==> config.mk <==
export PLATFORM = sky130hd
export DESIGN_NAME = cil_instruction_boundary_decoder_unit
export DESIGN_NICKNAME = d
export VERILOG_FILES = /design/src/cid_pkg.sv /design/src/cil_instruction_boundary_decoder_unit.sv /design/src/cid_front.sv /design/src/cid_queue.sv /design/src/cid_back.sv
export SDC_FILE = /design/constraint.sdc
export NUM_CORES = 2
export LEC_CHECK = 0
export ABC_AREA = 1
export BUFFER_PORTS_ARGS = -buffer_cell sky130_fd_sc_hd__buf_4
export CORE_UTILIZATION = 40
export CTS_CLUSTER_SIZE = 12
export DETAILED_ROUTE_END_ITERATION = 12
export MAX_ROUTING_LAYER = met4
export REMOVE_ABC_BUFFERS = 1
export SETUP_SLACK_MARGIN = 0.15
export SLEW_MARGIN = 20
export SYNTH_ARGS = -nofsm -noshare
export SYNTH_HDL_FRONTEND = slang
export SYNTH_SLANG_ARGS = --single-unit
export TNS_END_PERCENT = 10
==> constraint.sdc <==
create_clock -name clk -period 17.4 [get_ports clk]
set_clock_uncertainty 0.05 [all_clocks]
set_input_delay 0 -clock clk [delete_from_list [all_inputs] [get_ports clk]]
set_output_delay 0 -clock clk [all_outputs]
set_load 0.01 [all_outputs]
==> src/cid_pkg.sv <==
package cid_pkg;

	localparam int OffsetWidthDefault = 32;
	localparam int QueueDepth = 4;
	localparam int CheckWidth = 35;

	localparam logic [7:0] OP_PREFIX   = 8'hFE;
	localparam logic [7:0] OP_SWITCH   = 8'h45;
	localparam logic [7:0] OP_JMP      = 8'h27;
	localparam logic [7:0] OP_RET      = 8'h2A;
	localparam logic [7:0] OP2_TAIL    = 8'h14;
	localparam logic [7:0] OP2_LOCALLOC = 8'h0F;

	localparam logic [2:0] KIND_PLAIN    = 3'd0;
	localparam logic [2:0] KIND_RET      = 3'd1;
	localparam logic [2:0] KIND_SHORT_BR = 3'd2;
	localparam logic [2:0] KIND_LONG_BR  = 3'd3;
	localparam logic [2:0] KIND_SW_HDR   = 3'd4;
	localparam logic [2:0] KIND_SW_TGT   = 3'd5;
	localparam logic [2:0] KIND_TWO_BYTE = 3'd6;
	localparam logic [2:0] KIND_STATUS   = 3'd7;

	localparam logic [1:0] FAIL_NONE      = 2'd0;
	localparam logic [1:0] FAIL_UNKNOWN   = 2'd1;
	localparam logic [1:0] FAIL_TRUNCATED = 2'd2;

	localparam logic [2:0] PH_OPCODE   = 3'd0;
	localparam logic [2:0] PH_SECOND   = 3'd1;
	localparam logic [2:0] PH_OPERAND  = 3'd2;
	localparam logic [2:0] PH_SWCOUNT  = 3'd3;
	localparam logic [2:0] PH_SWTARGET = 3'd4;
	localparam logic [2:0] PH_DEAD     = 3'd5;

	// one decoded word waiting for target and length work
	typedef struct packed {
		logic [2:0]  kind;
		logic [31:0] start;
		logic [7:0]  first_op;
		logic [7:0]  second_op;
		logic [31:0] accum;
		logic [31:0] sw_base;
		logic        unsafe;
		logic        last;
		logic [1:0]  fail;
	} dec_rec_t;

	// bit 4 set means unknown opcode
	function automatic logic [4:0] len_one(input logic [7:0] op);
		logic [4:0] r;
		r = 5'h10;
		if (op inside {[8'h00:8'h0D], [8'h14:8'h1E], 8'h25, 8'h26, 8'h2A, [8'h46:8'h6E],
				8'h76, 8'h7A, [8'h82:8'h8B], 8'h8E, [8'h90:8'hA2], [8'hB3:8'hBA],
				8'hC3, 8'hCB, [8'hD1:8'hDC], 8'hDF, 8'hE0})
			r = 5'd0;
		else if (op inside {[8'h0E:8'h13], 8'h1F, [8'h2B:8'h37], 8'hDE})
			r = 5'd1;
		else if (op inside {8'h20, 8'h22, 8'h27, 8'h28, 8'h29, [8'h38:8'h44],
				[8'h6F:8'h75], 8'h79, [8'h7B:8'h81], 8'h8C, 8'h8D, 8'h8F,
				[8'hA3:8'hA5], 8'hC2, 8'hC6, 8'hD0, 8'hDD})
			r = 5'd4;
		else if (op == 8'h21 || op == 8'h23)
			r = 5'd8;
		return r;
	endfunction

	function automatic logic [4:0] len_two(input logic [7:0] op);
		logic [4:0] r;
		r = 5'h10;
		if (op inside {[8'h00:8'h05], 8'h0F, 8'h11, 8'h13, 8'h14, 8'h17, 8'h18, 8'h1A,
				8'h1D, 8'h1E})
			r = 5'd0;
		else if (op == 8'h12 || op == 8'h19)
			r = 5'd1;
		else if (op inside {[8'h09:8'h0E]})
			r = 5'd2;
		else if (op inside {8'h06, 8'h07, 8'h15, 8'h16, 8'h1C})
			r = 5'd4;
		return r;
	endfunction

	function automatic logic [2:0] kind_of(input logic [7:0] first);
		logic [2:0] k;
		if (first == OP_PREFIX)
			k = KIND_TWO_BYTE;
		else if (first inside {[8'h2B:8'h37], 8'hDE})
			k = KIND_SHORT_BR;
		else if (first inside {[8'h38:8'h44], 8'hDD})
			k = KIND_LONG_BR;
		else if (first == OP_RET)
			k = KIND_RET;
		else
			k = KIND_PLAIN;
		return k;
	endfunction

endpackage

==> src/cil_instruction_boundary_decoder_unit.sv <==
// Bytecode boundary decoder: takes one code byte per cycle and reports each instruction as
// its last byte arrives (a switch as a header word and a word per target), one word per
// cycle sustained unless the output stalls. The front end classifies bytes through the
// opcode length tables and tracks the decode phase; a four-word queue separates it from the
// back end, which works out lengths and branch targets into the output register. Input is
// stalled only while the queue is full. Write body_size while idle, before the body.
module cil_instruction_boundary_decoder_unit import cid_pkg::*; #(
	parameter int OFFSET_WIDTH = OffsetWidthDefault
) (
	input  logic        clk,
	input  logic        arst_n,
	input  logic        cfg_wr_en,
	input  logic [31:0] cfg_wr_data,
	input  logic        in_valid,
	output logic        in_stall,
	input  logic [7:0]  code_byte,
	output logic        out_valid,
	input  logic        out_stall,
	output logic [2:0]  item_kind,
	output logic [31:0] instr_offset,
	output logic [7:0]  first_op,
	output logic [7:0]  second_op,
	output logic [31:0] instr_length,
	output logic [31:0] jump_target,
	output logic        unsafe_seen,
	output logic        body_end,
	output logic [1:0]  fail_code
);
	logic     push, full, empty, pop;
	dec_rec_t push_rec, head_rec;

	assign in_stall = full;

	cid_front #(.OFFSET_WIDTH(OFFSET_WIDTH)) u_front (
		.clk, .arst_n, .cfg_wr_en, .cfg_wr_data, .in_valid, .in_stall, .code_byte,
		.push, .push_rec
	);

	cid_queue u_queue (
		.clk, .arst_n, .push, .push_rec, .full, .empty, .pop, .head_rec
	);

	cid_back #(.OFFSET_WIDTH(OFFSET_WIDTH)) u_back (
		.clk, .arst_n, .q_empty(empty), .head_rec, .pop, .out_valid, .out_stall,
		.item_kind, .instr_offset, .first_op, .second_op, .instr_length, .jump_target,
		.unsafe_seen, .body_end, .fail_code
	);

endmodule

==> src/cid_front.sv <==
module cid_front import cid_pkg::*; #(
	parameter int OFFSET_WIDTH = OffsetWidthDefault
) (
	input  logic        clk,
	input  logic        arst_n,
	input  logic        cfg_wr_en,
	input  logic [31:0] cfg_wr_data,
	input  logic        in_valid,
	input  logic        in_stall,
	input  logic [7:0]  code_byte,
	output logic        push,
	output dec_rec_t    push_rec
);
	localparam int OW = OFFSET_WIDTH;

	logic [31:0]   body_size_q;
	logic [OW-1:0] pos_q, start_q, sw_base_q;
	logic [2:0]    phase_q;
	logic [3:0]    left_q;
	logic [7:0]    first_q, second_q;
	logic [31:0]   accum_q, sw_left_q;
	logic [1:0]    err_q;
	logic          unsafe_q;

	logic [OW-1:0] start_n, sw_base_n;
	logic [2:0]    phase_n;
	logic [3:0]    left_n;
	logic [7:0]    first_n, second_n;
	logic [31:0]   accum_n, sw_left_n, acc_sh, rec_accum;
	logic [1:0]    err_n;
	logic          unsafe_n, have, last, active;
	logic [2:0]    kind;
	logic [4:0]    l1, l2;
	logic [CheckWidth-1:0] size_w, pos_w, start_w, base_w;

	assign size_w = CheckWidth'(body_size_q[OW-1:0]);
	assign pos_w = CheckWidth'(pos_q);
	assign start_w = CheckWidth'(start_q);
	assign active = in_valid && !in_stall && (pos_w < size_w);
	assign last = (pos_w + CheckWidth'(1)) == size_w;
	assign acc_sh = {code_byte, accum_q[31:8]};
	assign l1 = len_one(code_byte);
	assign l2 = len_two(code_byte);
	assign base_w = start_w + CheckWidth'(5) + {1'b0, acc_sh, 2'b00};

	always_comb begin
		start_n = start_q;
		sw_base_n = sw_base_q;
		phase_n = phase_q;
		left_n = left_q;
		first_n = first_q;
		second_n = second_q;
		accum_n = accum_q;
		sw_left_n = sw_left_q;
		err_n = err_q;
		unsafe_n = unsafe_q;
		have = 1'b0;
		kind = KIND_STATUS;
		rec_accum = '0;
		case (phase_q)
			PH_OPCODE: begin
				start_n = pos_q;
				first_n = code_byte;
				second_n = '0;
				accum_n = '0;
				if (code_byte == OP_PREFIX) begin
					if (pos_w + CheckWidth'(2) > size_w) begin
						err_n = FAIL_TRUNCATED;
						phase_n = PH_DEAD;
					end else
						phase_n = PH_SECOND;
				end else if (code_byte == OP_SWITCH) begin
					if (pos_w + CheckWidth'(5) > size_w) begin
						err_n = FAIL_TRUNCATED;
						phase_n = PH_DEAD;
					end else begin
						phase_n = PH_SWCOUNT;
						left_n = 4'd4;
					end
				end else if (l1[4]) begin
					err_n = FAIL_UNKNOWN;
					phase_n = PH_DEAD;
				end else begin
					if (code_byte == OP_JMP)
						unsafe_n = 1'b1;
					if (pos_w + CheckWidth'(1) + CheckWidth'(l1[3:0]) > size_w) begin
						err_n = FAIL_TRUNCATED;
						phase_n = PH_DEAD;
					end else if (l1[3:0] == 4'd0) begin
						have = 1'b1;
						kind = kind_of(code_byte);
					end else begin
						phase_n = PH_OPERAND;
						left_n = l1[3:0];
					end
				end
			end
			PH_SECOND: begin
				second_n = code_byte;
				if (l2[4]) begin
					err_n = FAIL_UNKNOWN;
					phase_n = PH_DEAD;
				end else begin
					if (code_byte == OP2_TAIL || code_byte == OP2_LOCALLOC)
						unsafe_n = 1'b1;
					if (start_w + CheckWidth'(2) + CheckWidth'(l2[3:0]) > size_w) begin
						err_n = FAIL_TRUNCATED;
						phase_n = PH_DEAD;
					end else if (l2[3:0] == 4'd0) begin
						have = 1'b1;
						kind = KIND_TWO_BYTE;
						phase_n = PH_OPCODE;
					end else begin
						phase_n = PH_OPERAND;
						left_n = l2[3:0];
					end
				end
			end
			PH_OPERAND: begin
				accum_n = acc_sh;
				left_n = left_q - 4'd1;
				if (left_n == 4'd0) begin
					have = 1'b1;
					kind = kind_of(first_q);
					rec_accum = acc_sh;
					phase_n = PH_OPCODE;
				end
			end
			PH_SWCOUNT: begin
				accum_n = acc_sh;
				left_n = left_q - 4'd1;
				if (left_n == 4'd0) begin
					if (base_w > size_w) begin
						err_n = FAIL_TRUNCATED;
						phase_n = PH_DEAD;
					end else begin
						sw_left_n = acc_sh;
						sw_base_n = base_w[OW-1:0];
						have = 1'b1;
						kind = KIND_SW_HDR;
						accum_n = '0;
						left_n = 4'd4;
						phase_n = (acc_sh == '0) ? PH_OPCODE : PH_SWTARGET;
					end
				end
			end
			PH_SWTARGET: begin
				accum_n = acc_sh;
				left_n = left_q - 4'd1;
				if (left_n == 4'd0) begin
					have = 1'b1;
					kind = KIND_SW_TGT;
					rec_accum = acc_sh;
					accum_n = '0;
					sw_left_n = sw_left_q - 32'd1;
					left_n = 4'd4;
					if (sw_left_n == '0)
						phase_n = PH_OPCODE;
				end
			end
			default: begin
			end
		endcase
		// body ends inside an instruction
		if (last && phase_n != PH_OPCODE && phase_n != PH_DEAD) begin
			err_n = FAIL_TRUNCATED;
			phase_n = PH_DEAD;
		end
	end

	assign push = active && (have || last);

	always_comb begin
		push_rec.kind = have ? kind : KIND_STATUS;
		push_rec.start = have ? 32'(start_n) : '0;
		push_rec.first_op = have ? first_n : '0;
		push_rec.second_op = have ? second_n : '0;
		push_rec.accum = rec_accum;
		push_rec.sw_base = 32'(sw_base_n);
		push_rec.unsafe = unsafe_n;
		push_rec.last = last;
		push_rec.fail = last ? err_n : FAIL_NONE;
	end

	always_ff @(posedge clk or negedge arst_n) begin
		if (!arst_n)
			body_size_q <= '0;
		else if (cfg_wr_en)
			body_size_q <= cfg_wr_data;
	end

	always_ff @(posedge clk or negedge arst_n) begin
		if (!arst_n) begin
			pos_q <= '0;
			start_q <= '0;
			sw_base_q <= '0;
			phase_q <= PH_OPCODE;
			left_q <= '0;
			first_q <= '0;
			second_q <= '0;
			accum_q <= '0;
			sw_left_q <= '0;
			err_q <= FAIL_NONE;
			unsafe_q <= 1'b0;
		end else if (active) begin
			pos_q <= pos_q + OW'(1);
			start_q <= start_n;
			sw_base_q <= sw_base_n;
			phase_q <= phase_n;
			left_q <= left_n;
			first_q <= first_n;
			second_q <= second_n;
			accum_q <= accum_n;
			sw_left_q <= sw_left_n;
			err_q <= err_n;
			unsafe_q <= unsafe_n;
		end
	end

endmodule

==> src/cid_queue.sv <==
module cid_queue import cid_pkg::*; (
	input  logic     clk,
	input  logic     arst_n,
	input  logic     push,
	input  dec_rec_t push_rec,
	output logic     full,
	output logic     empty,
	input  logic     pop,
	output dec_rec_t head_rec
);
	localparam int AW = $clog2(QueueDepth);

	dec_rec_t        entry_q [QueueDepth];
	logic [AW-1:0]   wr_ptr_q, rd_ptr_q;
	logic [AW:0]     count_q;
	logic            do_push, do_pop;

	assign full = count_q == (AW+1)'(QueueDepth);
	assign empty = count_q == '0;
	assign do_push = push && !full;
	assign do_pop = pop && !empty;
	assign head_rec = entry_q[rd_ptr_q];

	always_ff @(posedge clk) begin
		if (do_push)
			entry_q[wr_ptr_q] <= push_rec;
	end

	always_ff @(posedge clk or negedge arst_n) begin
		if (!arst_n) begin
			wr_ptr_q <= '0;
			rd_ptr_q <= '0;
			count_q <= '0;
		end else begin
			if (do_push)
				wr_ptr_q <= wr_ptr_q + AW'(1);
			if (do_pop)
				rd_ptr_q <= rd_ptr_q + AW'(1);
			count_q <= count_q + (AW+1)'(do_push) - (AW+1)'(do_pop);
		end
	end

endmodule

==> src/cid_back.sv <==
module cid_back import cid_pkg::*; #(
	parameter int OFFSET_WIDTH = OffsetWidthDefault
) (
	input  logic        clk,
	input  logic        arst_n,
	input  logic        q_empty,
	input  dec_rec_t    head_rec,
	output logic        pop,
	output logic        out_valid,
	input  logic        out_stall,
	output logic [2:0]  item_kind,
	output logic [31:0] instr_offset,
	output logic [7:0]  first_op,
	output logic [7:0]  second_op,
	output logic [31:0] instr_length,
	output logic [31:0] jump_target,
	output logic        unsafe_seen,
	output logic        body_end,
	output logic [1:0]  fail_code
);
	localparam int OW = OFFSET_WIDTH;

	logic [OW-1:0] start, sw_base, len, tgt;
	logic [4:0]    l1, l2;

	assign start = head_rec.start[OW-1:0];
	assign sw_base = head_rec.sw_base[OW-1:0];
	assign l1 = len_one(head_rec.first_op);
	assign l2 = len_two(head_rec.second_op);
	assign pop = !q_empty && (!out_valid || !out_stall);

	always_comb begin
		case (head_rec.kind)
			KIND_TWO_BYTE: len = OW'(2) + OW'(l2[3:0]);
			KIND_SW_HDR, KIND_SW_TGT: len = sw_base - start;
			KIND_STATUS: len = '0;
			default: len = OW'(1) + OW'(l1[3:0]);
		endcase
		case (head_rec.kind)
			KIND_SHORT_BR:
				tgt = start + OW'(2) + OW'({{24{head_rec.accum[31]}}, head_rec.accum[31:24]});
			KIND_LONG_BR: tgt = start + OW'(5) + head_rec.accum[OW-1:0];
			KIND_SW_TGT: tgt = sw_base + head_rec.accum[OW-1:0];
			default: tgt = '0;
		endcase
	end

	always_ff @(posedge clk or negedge arst_n) begin
		if (!arst_n)
			out_valid <= 1'b0;
		else if (pop)
			out_valid <= 1'b1;
		else if (!out_stall)
			out_valid <= 1'b0;
	end

	always_ff @(posedge clk) begin
		if (pop) begin
			item_kind <= head_rec.kind;
			instr_offset <= head_rec.start;
			first_op <= head_rec.first_op;
			second_op <= head_rec.second_op;
			instr_length <= 32'(len);
			jump_target <= 32'(tgt);
			unsafe_seen <= head_rec.unsafe;
			body_end <= head_rec.last;
			fail_code <= head_rec.fail;
		end
	end

endmodule

Yosys cells after proc, flatten, opt, wreduce, memory -nomap -nowiden --
Memories as Yosys holds them, arrays and structs flattened. Cells that the tools add are included.
Word-level totals: flip-flop bits (word level) 345, input bits 45, RAM bits 476, memories 1
Cells by class: add/subtract/negate cells 23, eq/ne operators 117, reduce and logical (&&, ||, !) cells 81, order comparisons 69, mux-type cells 125
Memories:
- u_queue.entry_q | words 4, width 119, read ports 1, clocked after memory_dff 0, wr ports 1, RTL line cid_queue.sv:13 | dec_rec_t entry_q [QueueDepth];
Operator list (count):
- 2-to-1 mux 32 bit | 13
- equality test 8 bit, second input constant | 30
- equality test 8 x 5 -> 1 bit, second input constant | 28
- case mux 32 bit (3 select lines) | 2
- greater-than comparator 35 x 32 -> 1 bit | 5
- equality test 8 x 6 -> 1 bit, second input constant | 21
- case mux 32 bit (4 select lines) | 1
- adder 32 bit | 3
- <= comparator 8 bit, second input constant | 12
- 2-to-1 mux 3 bit | 32
- >= comparator 8 bit, second input constant | 10
- 2-to-1 mux 4 bit | 19
- adder 35 x 4 -> 35 bit | 2
- nonzero test 17 bit | 4
- adder 32 x 2 -> 33 bit, second input constant | 2
- adder 32 x 3 -> 33 bit, second input constant | 2
- zero test 32 bit | 2
- case mux 32 bit (2 select lines) | 1
- equality test 8 x 7 -> 1 bit, second input constant | 7
- <= comparator 8 x 7 -> 1 bit, second input constant | 7
- >= comparator 8 x 6 -> 1 bit, second input constant | 6
- >= comparator 8 x 7 -> 1 bit, second input constant | 6
- logical AND 1 bit | 40
- 2-to-1 mux 5 bit | 8
- other kinds (53) | 152

Longest topological paths before layout --
depth after elaboration 18, mapped depth 48, gate-level depth less buffers 48

Cells and area by module --
Synthesis repeated with hierarchy kept, for this count alone.
Second synthesis, totals: cell total of the unflattened synthesis 7329, area, all modules 56650.6 um^2
Modules (own cells, without submodules):
- cid_front | cells each 3469, area an instance 22899.5 um^2, seq. area each 5255.0 um^2, instances 1
- cid_queue | cells each 1568, area an instance 19189.7 um^2, seq. area each 14468.9 um^2, instances 1
- cid_back | cells each 2292, area an instance 14561.5 um^2, seq. area each 3598.5 um^2, instances 1

Worst setup path after synthesis --
Ideal clock, no wire load.
path kind reg-to-reg, start register u_front.pos_q[2], end memory u_queue.entry_q[0][0] in the netlist's numbering, enable pin, clock period less this slack 10.140 ns, required time 16.751 ns, data arrival time 9.491 ns, setup time 0.599 ns, path buffers 0, slack 7.260 ns, cell stages (with the launch flop) 34, cell sequence dfrtp_1 -> ha_1 -> nand2_1 -> inv_1 -> nand2_1 -> nand2_1 -> inv_1 -> ha_1 -> nand3_1 -> nand2_1 -> nand2_1 -> nor2_1 -> nand3_1 -> nor3_1 -> and2_1 -> nand4_1 -> nor3_1 -> nand2_1 -> xor2_1 -> ha_1 -> nand2_1 -> inv_1 -> nand3_1 -> nor4b_1 -> nand4_1 -> nand2_1 -> nand2_2 -> nor2_2 -> inv_2 -> o21ai_1 -> nor3_2 -> nand2_1 -> nand2_2 -> nor2_1
Between the ends: word-level cells in the longest chain between the ends 13, elaborated cells on any way between the ends 16, those cells by class 2 x add/sub; 2 x order compare; 1 x eq/ne; 7 x mux; 4 x reduce/logical
Ends and longest elaborated chain:
- start, declared | RTL line cid_front.sv:17 | logic [OW-1:0] pos_q, start_q, sw_base_q;
- start signal, assigned | RTL line cid_front.sv:206 | pos_q <= pos_q + OW'(1);
- adder 32 x 1 -> 33 bit | RTL line cid_front.sv:40, cid_front.sv:86
- adder 35 x 4 -> 35 bit | RTL line cid_front.sv:86 | if (pos_w + CheckWidth'(1) + CheckWidth'(l1[3:0]) > size_w) begin
- greater-than comparator 35 x 32 -> 1 bit | RTL line cid_front.sv:86
- 2-to-1 mux 1 bit | RTL line cid_front.sv:86
- 2-to-1 mux 1 bit | RTL line cid_front.sv:80 | end else if (l1[4]) begin
- 2-to-1 mux 1 bit | RTL line cid_front.sv:72 | end else if (code_byte == OP_SWITCH) begin
- 2-to-1 mux 1 bit | RTL line cid_front.sv:66 | if (code_byte == OP_PREFIX) begin
- case mux 1 bit (4 select lines) | RTL line cid_front.sv:60 | case (phase_q)
- logical OR 1 bit | RTL line cid_front.sv:171 | assign push = active && (have || last);
- logical AND 1 bit * | RTL line cid_front.sv:171
- logical AND 1 bit * | RTL line cid_queue.sv:20 | assign do_push = push && !full;
- 2-to-1 mux 1 bit * | RTL line cid_queue.sv:25 | if (do_push)
- 2-to-1 mux 1 bit (implied by the code) * | RTL line cid_queue.sv:26 | entry_q[wr_ptr_q] <= push_rec;
- end, declared | RTL line cid_queue.sv:13
Every way passes the cells marked *; elsewhere a longest branch is shown, timed or not.

Worst setup path after layout --
start input port code_byte[3], end memory u_queue.entry_q[3][90] in the netlist's numbering, enable pin
Between the ends: word-level cells in the longest chain between the ends 18, elaborated cells on any way between the ends 128, those cells by class 3 x add/sub; 32 x order compare; 45 x eq/ne; 21 x mux; 27 x reduce/logical
Ends and longest elaborated chain:
- start, declared | RTL line cil_instruction_boundary_decoder_unit.sv:16 | input logic [7:0] code_byte,
- >= comparator 8 x 6 -> 1 bit (tied with other cells) | RTL line cid_pkg.sv:57 | else if (op inside {8'h20, 8'h22, 8'h27, 8'h28, 8'h29, [8'h38:8'h44],
- logical AND 1 bit or logical OR 1 bit (tied branches) | RTL line cid_pkg.sv:57, cid_pkg.sv:61
- nonzero test 17 bit or 2-to-1 mux 5 bit (tied branches) | RTL line cid_pkg.sv:57, cid_pkg.sv:61
- 2-to-1 mux 5 bit | RTL line cid_pkg.sv:57
- 2-to-1 mux 5 bit | RTL line cid_pkg.sv:55 | else if (op inside {[8'h0E:8'h13], 8'h1F, [8'h2B:8'h37], 8'hDE})
- 2-to-1 mux 5 bit | RTL line cid_pkg.sv:51 | if (op inside {[8'h00:8'h0D], [8'h14:8'h1E], 8'h25, 8'h26, 8'h2A, [8'h46:8'h6E],
- adder 35 x 4 -> 35 bit or zero test 4 bit (tied branches) | RTL line cid_front.sv:86, cid_front.sv:89
- greater-than comparator 35 x 32 -> 1 bit or 2-to-1 mux 1 bit (tied branches) | RTL line cid_front.sv:86, cid_front.sv:89
- (+2 left out)
- 2-to-1 mux 1 bit | RTL line cid_front.sv:72
- 2-to-1 mux 1 bit | RTL line cid_front.sv:66
- case mux 1 bit (4 select lines) * | RTL line cid_front.sv:60
- logical OR 1 bit * | RTL line cid_front.sv:171
- logical AND 1 bit * | RTL line cid_front.sv:171
- logical AND 1 bit * | RTL line cid_queue.sv:20
- 2-to-1 mux 1 bit * | RTL line cid_queue.sv:25
- 2-to-1 mux 1 bit (implied by the code) * | RTL line cid_queue.sv:26
Marks and branches as above.

==> impl_metrics.yaml <==
outcome:
  status: "completed"
job:
  cap_violations: 0
timing:
  slew_violations: 0
  layout_setup_ws_ps: 8820
  grt_setup_unrepaired: "false"
  setup_viol: 0
  fin_crit_ps: 8580
  fmax_ghz: 0.117
  hold_viol_final: 0
  min_period_over_period_pct: 49.3
  relSlewSlack_pct: 24.7
  hold_slack_ps: 82.5
  tns_ps: 0
  worstMarginPinSlew_ps: 1130
global_route:
  grt_max_degree: 149
  busiest_layer: "met2"
  grt_pass1_vias: 43800
  met3_usage_pct: 2.58
  grtUsageMet2_pct: 44.8
  grt_pass1_wl_mm: 272
  overflow: 0
  antenna_found_initial: 1
  grtUsageMet1_pct: 36.6
  grtUsageTotal_pct: 28.2
clock_network:
  cts_setup_buffers: 0
  htree_levels: 3
  worst_skew_pair.late_latency_ps: 730
  cts.sinks: 813
  clockBufferDepth: 3
  numCtsBuffers: 92
  cts_repair_resize_count: 0
  clkTransAtPathRegs_ps: 60
  cts_root_buffer: "clkbuf_16"
  cts_tree: "built"
route:
  firstDrtPassIters: 6
  drt_iter0_drc: 3952
  vias_per_cell: 5.50
  ant_nets: 0
  wl_per_cell_um: 21.9
  num_vias: 46200
  drc: 0
  routed_wl_mm: 184
logic_synthesis:
  synth_edf_count: 595
  synth_mux_area_share_pct: 0.0214
  ys.warnings.count: 0
  synthXorXnorAreaFrac_pct: 4.38
  yosys.area.top_type: "edfxtp_1"
  ys_seq_area_share_pct: 44.2
  yosys.area_share.simple_pct: 20.0
  synth.distinct_cells: 65
  synthAdderAreaFrac_pct: 10.5
  netlist_instances: 6311
  yosysTopAreaCellShare_pct: 33.9
  syn-cell-area_um2: 52700
  async_reset_ff_share_pct: 26.8
  synth-compound-area-share_pct: 14.4
  synth_top_family_by_area: "simple AND/OR/NAND/NOR gates"
  synth_seq_cells: 813
  synthTopCellsByArea: "edfxtp_1 34%, dfrtp_1 10%, ha_1 10%"
  synth_top_flop_cell: "edfxtp_1"
  syn-mean-instance-area_um2: 8.36
critical_path:
  crit_top_cell: "nand2_1"
  r2r-start: "u_front.start_q[1]"
  cp.arrival_ps: 8860
  path_max_fanout: 59
  cp_slowest_cell: "buf_4"
  cp_slowest_stage_delay_ps: 820
  worstSetupEndpointType: "flip-flop"
  critPathLaunchType: "primary input"
  crit_type: "in -> reg"
  cp-startpoint: "code_byte[3]"
  critPathRequiredTime_ps: 17680
power_and_ir_drop:
  pwr_density_cell_nw_per_um2: 207
  power_mw: 12.5
  power.leakage_nw: 25.9
  irDropWorstVdd_uv: 121
floorplan:
  die_y_um: 365
  dieArea_um2: 133000
  ios: 166
  start_util_pct: 40.5
  chipWidth_um: 365
  row_count: 132
  core_um2: 130000
final_layout:
  nNetsFinal: 7062
  n_antenna_cell: 0
  nFillCells: 12700
  area_delta_synth_final_pct: 14.6
  final_layout_size_suffix_gt1_share_pct: 7.36
  finalNonFillerCells: 8402
placed_design:
  dp_slack_ps: 8730
  dpl.hpwl_mm: 138
  gp_congestion: 1.01
  dp_cells: 8090
  numPortBuffers: 165
min_path:
  hold_start: "in_valid"
  hold_path_class: "in -> reg"
[critical path: cells and delay by family]
kind	cells	cell delay [ps]
compound gates	3	420
xor+xnor	1	160
fa+ha+maj	2	680
buf+inv	7	2790
simple gates	27	4580
[timing repair]
action                                  in CTS  in global routing
hold buffers                               138                  0
endpoints found under the setup margin       0                  0
endpoints found under the hold margin      225                  0
[per-stage QoR]
| step | utilization [%] | cell area [um^2] |
|---|---|---|
| 4_1_cts | 46.4 | 60400 |
| 3_3_place_gp | 43.0 | 55900 |
| 5_1_grt | 46.4 | 60400 |
| 3_5_place_dp | 43.0 | 55900 |
| 6_report | 46.4 | 60400 |
| 2_1_floorplan | - | 52000 |
[worst paths after layout]
| check | to | slack [ps] | depth (start not counted) |
|---|---|---|---|
| worst min-delay path | u_front.pos_q[31] | 80 | 7 |
| worst max-delay path | u_queue.entry_q[3][90] | 8820 | 40 |
| min in group asynchronous | u_front.body_size_q[30] | 480 | 4 |
| worst max register to register | u_queue.entry_q[3][90] | 8960 | 36 |
| max in group asynchronous | u_front.sw_left_q[12] | 15980 | 4 |
| worst min register to register | u_front.sw_left_q[31] | 460 | 2 |
[Yosys cell counts, drive strengths merged (8+ instances only)]
cell,n
a211oi,14
a21boi,10
a21o,9
a21oi,408
a31oi,29
a32oi,55
buf,49
clkbuf,134
dfrtp,218
edfxtp,595
ha,430
inv,717
nand2,1410
nand3,216
nand4,77
nor2,696
nor3,75
nor4,34
o2111ai,10
o211ai,32
o21a,18
o21ai,607
o21bai,9
o221ai,15
o22ai,104
o31ai,8
or2,18
xnor2,42
xor2,219
[registers in the layout, summed over array words and instances (netlist names), 2 cells and up]
signal               count
u_front.err_q            2
u_front.pos_q           32
u_front.accum_q         24
u_queue.entry_q        476
u_front.phase_q          3
u_front.left_q           4
u_back.jump_target      32
u_front.body_size_q     32
u_front.sw_base_q       32
u_queue.rd_ptr_q         2
u_front.start_q         32
u_front.second_q         8
u_back.fail_code         2
u_front.first_q          8
u_back.instr_offset     32
u_queue.wr_ptr_q         2
u_front.sw_left_q       32
u_queue.count_q          3
u_back.instr_length     32
u_back.second_op         8
u_back.item_kind         3
u_back.first_op          8
[power by group]
group / switching (mW) / internal (mW) / total, mW
Sequential: 0.273 / 2.68 / 2.95
Clock: 0.841 / 1.14 / 1.98
Combinational: 5.18 / 2.40 / 7.58
Total: 6.30 / 6.21 / 12.5
[placed cells by master, fill, tap and decap left out, types with 9 or more instances in the layout]
master,count
o211ai_1,32
xnor2_1,42
xor2_1,216
o21a_1,18
a32oi_1,55
dlygate4sd3_1,137
ha_1,430
buf_4,216
a21oi_1,408
dfrtp_1,216
nor2_2,22
o2111ai_1,10
clkbuf_16,95
nor3_1,70
a211oi_1,12
a21o_1,9
or2_2,18
a31oi_1,29
inv_1,679
nand4_1,77
nor2_4,16
o21ai_0,593
nor2_1,658
inv_2,34
nand3_1,212
a21boi_0,10
o22ai_1,103
o221ai_1,15
clkbuf_1,35
nand2_1,1393
nand2_2,16
edfxtp_1,595
o21ai_1,13
nor4_1,34
clkbuf_8,11
clkinvlp_4,9
[cell type report]
| class | count | area, um^2 | area share [%] |
|---|---|---|---|
| Multi-Input combinational cell | 4595 | 26000 | 43.1 |
| Sequential cell | 813 | 23300 | 38.6 |
| Timing Repair Buffer | 358 | 3100 | 5.12 |
| Inverter | 720 | 2720 | 4.50 |
| Clock buffer | 141 | 2660 | 4.40 |
| Tap cell | 1742 | 2180 | 3.61 |
| Clock inverter | 33 | 432 | 0.714 |
[logic make-up (layout without fill, tap and decap cells)]
kind of cell / Yosys count / count (layout)
and+or+nand+nor: 2547 / 2547
AOI/OAI and AO/OA: 1349 / 1349
buffers and inverters: 903 / 1252
DFF: 813 / 813
adders and majority gates: 437 / 437
xor gates and xnor gates: 261 / 261
muxes: 1 / 1
[layer usage]
layer  part of all wire, %  vias to the layer above
met5                     0                        -
met4                   4.6                        0
met3                   5.3                      316
met2                    47                     1549
met1                    44                    22200
li1                      -                    22100
Power figures use the tool's default switching activity.
